<file path="src/hdl/alm_pkg.sv">
package alm_pkg;

	// Q0.16 luminance weights
	localparam logic [13:0] W_RED   = 14'd13926;
	localparam logic [15:0] W_GREEN = 16'd46884;
	localparam logic [12:0] W_BLUE  = 13'd4725;

	// reciprocal scaling: recip(a) = floor(2^RECIP_SHIFT / a)
	localparam int RECIP_SHIFT = 24;
	localparam int RECIP_W     = RECIP_SHIFT + 1;

	// scaled product at or above 255*256 saturates the mask
	localparam logic [23:0] SAT_LIMIT = 24'd65280;
	localparam logic [7:0]  MASK_MAX  = 8'hFF;
	localparam logic [15:0] DIV_255   = 16'd255;

	typedef logic [RECIP_W-1:0] recip_t;
	typedef recip_t recip_lut_t [256];

	// premultiplied input pixel
	typedef struct packed {
		logic [7:0] alpha;
		logic [7:0] red;
		logic [7:0] green;
		logic [7:0] blue;
	} pix_t;

	// unpremultiplied colors at full width, alpha kept alongside
	typedef struct packed {
		logic [7:0]  alpha;
		logic [15:0] red;
		logic [15:0] green;
		logic [15:0] blue;
	} unpm_t;

	// restoring long division of 2^RECIP_SHIFT by each alpha, at elaboration
	function automatic recip_lut_t build_recip();
		recip_lut_t lut;
		logic [9:0] rem;
		logic [RECIP_W-1:0] quo;
		logic [9:0] dv;
		for (int a = 0; a < 256; a++) begin
			lut[a] = '0;
			if (a != 0) begin
				dv  = 10'(a);
				rem = '0;
				quo = '0;
				for (int k = RECIP_SHIFT; k >= 0; k--) begin
					rem = {rem[8:0], (k == RECIP_SHIFT)};
					if (rem >= dv) begin
						rem    = rem - dv;
						quo[k] = 1'b1;
					end
				end
				lut[a] = quo;
			end
		end
		return lut;
	endfunction

	localparam recip_lut_t RECIP_LUT = build_recip();

endpackage

</file>
<file path="src/hdl/alm_luma.sv">
// Four stages: weight multiplies, luma sum, alpha multiply,
// divide by 2^16*255 with saturation into the output register.
module alm_luma (
	input  logic           clk,
	input  logic           arst_n,
	input  logic           en,
	input  logic           in_valid,
	input  alm_pkg::unpm_t in_pix,
	output logic           out_valid,
	output logic [7:0]     mask_alpha
);

	logic        valid_s4;
	logic [7:0]  alpha_s4;
	logic [29:0] pr_s4;
	logic [31:0] pg_s4;
	logic [28:0] pb_s4;

	logic        valid_s5;
	logic [7:0]  alpha_s5;
	logic [31:0] luma_s5;

	logic        valid_s6;
	logic [7:0]  alpha_s6;
	logic [39:0] prod_s6;

	logic [23:0] x;
	logic        sat;
	logic [15:0] x16;
	logic [16:0] sum17;
	logic [7:0]  q0;
	logic [15:0] q0x255;
	logic [15:0] rem;
	logic        fix;
	logic [7:0]  mask_next;

	logic        valid_s7;
	logic [7:0]  mask_s7;

	// x = floor(prod / 2^16); result = floor(x / 255), saturated
	// estimate (x + x>>8) >> 8 is at most one low, then one fix
	assign x      = prod_s6[39:16];
	assign sat    = (x >= alm_pkg::SAT_LIMIT);
	assign x16    = x[15:0];
	assign sum17  = {1'b0, x16} + {9'b0, x16[15:8]};
	assign q0     = sum17[15:8];
	assign q0x255 = {q0, 8'b0} - {8'b0, q0};
	assign rem    = x16 - q0x255;
	assign fix    = (rem >= alm_pkg::DIV_255);
	assign mask_next = sat ? alm_pkg::MASK_MAX : (q0 + {7'b0, fix});

	// valid bits
	always_ff @(posedge clk or negedge arst_n) begin
		if (!arst_n) begin
			valid_s4 <= 1'b0;
			valid_s5 <= 1'b0;
			valid_s6 <= 1'b0;
			valid_s7 <= 1'b0;
		end else if (en) begin
			valid_s4 <= in_valid;
			valid_s5 <= valid_s4;
			valid_s6 <= valid_s5;
			valid_s7 <= valid_s6;
		end
	end

	// payload
	always_ff @(posedge clk) begin
		if (en) begin
			alpha_s4 <= in_pix.alpha;
			pr_s4    <= {16'b0, alm_pkg::W_RED} * {14'b0, in_pix.red};
			pg_s4    <= {16'b0, alm_pkg::W_GREEN} * {16'b0, in_pix.green};
			pb_s4    <= {16'b0, alm_pkg::W_BLUE} * {13'b0, in_pix.blue};
			alpha_s5 <= alpha_s4;
			luma_s5  <= {2'b0, pr_s4} + pg_s4 + {3'b0, pb_s4};
			alpha_s6 <= alpha_s5;
			prod_s6  <= {8'b0, luma_s5} * {32'b0, alpha_s5};
			mask_s7  <= mask_next;
		end
	end

	assign out_valid  = valid_s7;
	assign mask_alpha = mask_s7;

`ifndef SYNTHESIS
	// transparent pixel gives a zero mask
	a_zero_alpha: assert property (@(posedge clk) disable iff (!arst_n)
		en && valid_s6 && alpha_s6 == '0 |=> mask_s7 == '0)
		else $error("nonzero mask for zero alpha");

	// stalled result stays put
	a_stall_hold: assert property (@(posedge clk) disable iff (!arst_n)
		valid_s7 && !en |=> valid_s7 && $stable(mask_s7))
		else $error("output register changed during stall");
`endif

endmodule

</file>
<file path="config.mk">
export PLATFORM = sky130hd
export DESIGN_NAME = alm_luma
export DESIGN_NICKNAME = d
export VERILOG_FILES = /design/src/hdl/alm_pkg.sv /design/src/hdl/alm_luma.sv
export SDC_FILE = /design/constraint.sdc
export NUM_CORES = 2
export LEC_CHECK = 0
export BUFFER_PORTS_ARGS = -buffer_cell sky130_fd_sc_hd__buf_2
export CORE_UTILIZATION = 55
export DETAILED_ROUTE_END_ITERATION = 12
export PLACE_DENSITY = 0.72
export RECOVER_POWER = 50
export SLEW_MARGIN = 20
export SYNTH_ARGS = -nofsm -noshare
export SYNTH_HDL_FRONTEND = slang
export SYNTH_SLANG_ARGS = --single-unit
</file>
<file path="constraint.sdc">
create_clock -name clk -period 16.1 [get_ports clk]
set_input_delay 0.805 -clock clk [delete_from_list [all_inputs] [get_ports clk]]
set_output_delay 0.805 -clock clk [all_outputs]
set_load 0.01 [all_outputs]
</file>
==> run metrics <==
Startpoint Class=input port; # Post-CTS Setup Buffers=0; met1 Usage GRT=29.40%; initial antenna violation count=0; RSZ-0062 raised after global routing=false; router iterations before antenna repair=6; failing checks=max-capacitance violations, max-slew violations; Clock Latency Late Sink=460 ps; Period minus WS final=7510 ps; clock transition at the registers of the reported paths=70 ps; max-cap violation count=2; Worst Setup SP=en; IO Pins=69; Mean Syn Cell Area=10.48 um^2; Register-to-Register Path Depth=16; Port-buffer cells=68; TritonCTS clock tree=done; Fin Setup TNS=0 ps; hpwl dp=46420 um; critical path capture point type=register; Synth area leader=fa_1; vias per std cell=5.469; crit path DAT=7480 ps; H-tree levels=4; P&R area growth vs syn=6.128%; Fillers=3989; Resized Gates After CTS=0; Final #Nets=3503; die area=49330 um^2; 1st-iter DRT viols=955; Tightest Pin Transition=5151 ps; clock skew=8.011 ps; largest net degree at the start of global routing=96; cell row count=80; most frequent CP cell=clkbuf_1; Synth Instances=2543; DRC Markers=0; R2R Path End=prod_s6[39]; die width=222.1 um; share of cells above drive strength 1=3.771%; routed via count=17720; Routed Antenna Nets=0; CTS root buf=clkbuf_16; GRT overflow=0; busiest grt layer=met2; CP max stage delay=3510 ps; ranking of synthesized cells by area=fa_1, ha_1, edfxtp_1; max-slew violations=175; RD Place Congestion=0.8893; Final Setup Violations=0; Core ar.=47750 um^2; slowest CP cell=clkbuf_1; Post-synth ARST share=2.326%; Global Route Usage Sum=23.93%; worst-path fanout max=95; crit-path cells=clkbuf_1, clkbuf_1; synth unique cells=69; Register Area=5145 um^2; Hold Fails Final Rpt=0; status=complete, but fails checks; wire length per cell=16.99 um; first-pass GRT wire length=93950 um; worst path bufs/invs=2; Final Cycle Share=46.65%; clock sink count=172; CTS buffer count=17; synth warn=0; Rel. slew slack=-243.4%; Hold Path Class=input port to async pin; height of the die=222.1 um; syn_nets=3434; footprint of the multi-input gates=19480 um^2; delay-heaviest family, CP=buffers and inverters; GR Layer Usage met3=2.995%; sequential share of the synthesized area=19.31%; vias in the first global route=19300; final wirelength=55060 um; Initial Util=55.81%; EDFF count, synth=168; Worst EP required=16070 ps; slack of the worst reg-to-reg path=10030 ps; critical path class=input port to register; top-area cell type share of the netlist area=31.10%; Seq cells post-synth=172; CTS max path bufs=2; reg2reg start=alpha_s5[2]; met2 usage=43.83%; Hold Buf Count CTS=0; post-synthesis instance area=26650 um^2; Max Fclk=0.1332 GHz; Synth Flop Type=edfxtp_1
## layer usage
layer  vias to the layer above  wire length [um]
met2                       329             28830
met4                         0              1321
met1                      8859             23150
met5                         -                 0
li1                       8455                 -
met3                        81              1769
## Yosys cell counts, drive strengths merged (10+ instances only)
master,instances
fa,414
clkbuf,24
a211oi,15
ha,417
nand2b,22
o21bai,19
o21a,20
a21oi,112
inv,513
o211ai,10
nor2,67
a21o,46
and2,112
a31oi,13
nand2,205
nand3,31
nand4,12
xnor2,102
xor2,32
o21ai,60
nor3,20
nor2b,14
edfxtp,168
## sequential cells by signal, indices dropped and copies added, names as in the netlist
name / flops
alpha_s4: 8
alpha_s5: 8
luma_s5: 32
mask_alpha: 8
out_valid: 1
pb_s4: 29
pg_s4: 30
pr_s4: 29
prod_s6: 24
valid_s4: 1
valid_s5: 1
valid_s6: 1
## how the worst max path moves through the flow
stage	slack, ps	to	cells past startpoint
finish	8590	pg_s4[24]	2
global route	7790	pg_s4[24]	2
CTS	10050	prod_s6[39]	16
detailed placement	9870	pg_s4[30]	18
global placement	9900	pg_s4[30]	18
floorplan	10380	pg_s4[30]	17
## stage by stage
stage          area, um^2  setup WS, ps  cells  hold slack (ps)  util [%]
2_1_floorplan       26650         10380   2543            400.3         -
3_3_place_gp        27710          9900   3206            401.2     58.03
3_5_place_dp        27720          9874   3207            405.4     58.06
4_1_cts             28300         10050   3239            115.1     59.27
5_1_grt             28280          7789   3240            160.6     59.22
6_report            28280          8590   3241            165.3     59.23
## layout make-up
cell class              instances  area share, %
repair buffers                 75          1.341
multi-input cells            1833          68.89
well taps                     615          2.721
clock inverters                15         0.5309
diodes                          1       0.008849
clock buffers                  17          1.504
inverters                     513          6.809
flip-flops and latches        172          18.19
## cell usage in the layout (no fill, tap or decap), drive strengths merged, types with 46 or more instances in the layout
master and n:
ha 417, nor2 67, a21o 46, inv 521, xnor2 102, o21ai 60, fa 414, a21oi 112
and2 112, buf 54, nand2 205, edfxtp 168
## kinds of logic (layout without fill, tap and decap cells)
kind of cell	count (synthesis)	count (layout)	share of synthesized area [%]
multiplexers	7	7	0.2817
other	0	1	0
buffers and inverters	538	620	7.579
AND/OR/NAND/NOR	518	518	9.461
XOR/XNOR	134	134	4.404
adder cells (fa/ha/maj)	831	831	50.68
flip-flops	172	172	19.31
AO/OA/AOI/OAI	343	343	8.283
Power is not shown: default switching activity piles up to over one toggle a cycle in this logic, so the estimate is an artifact.
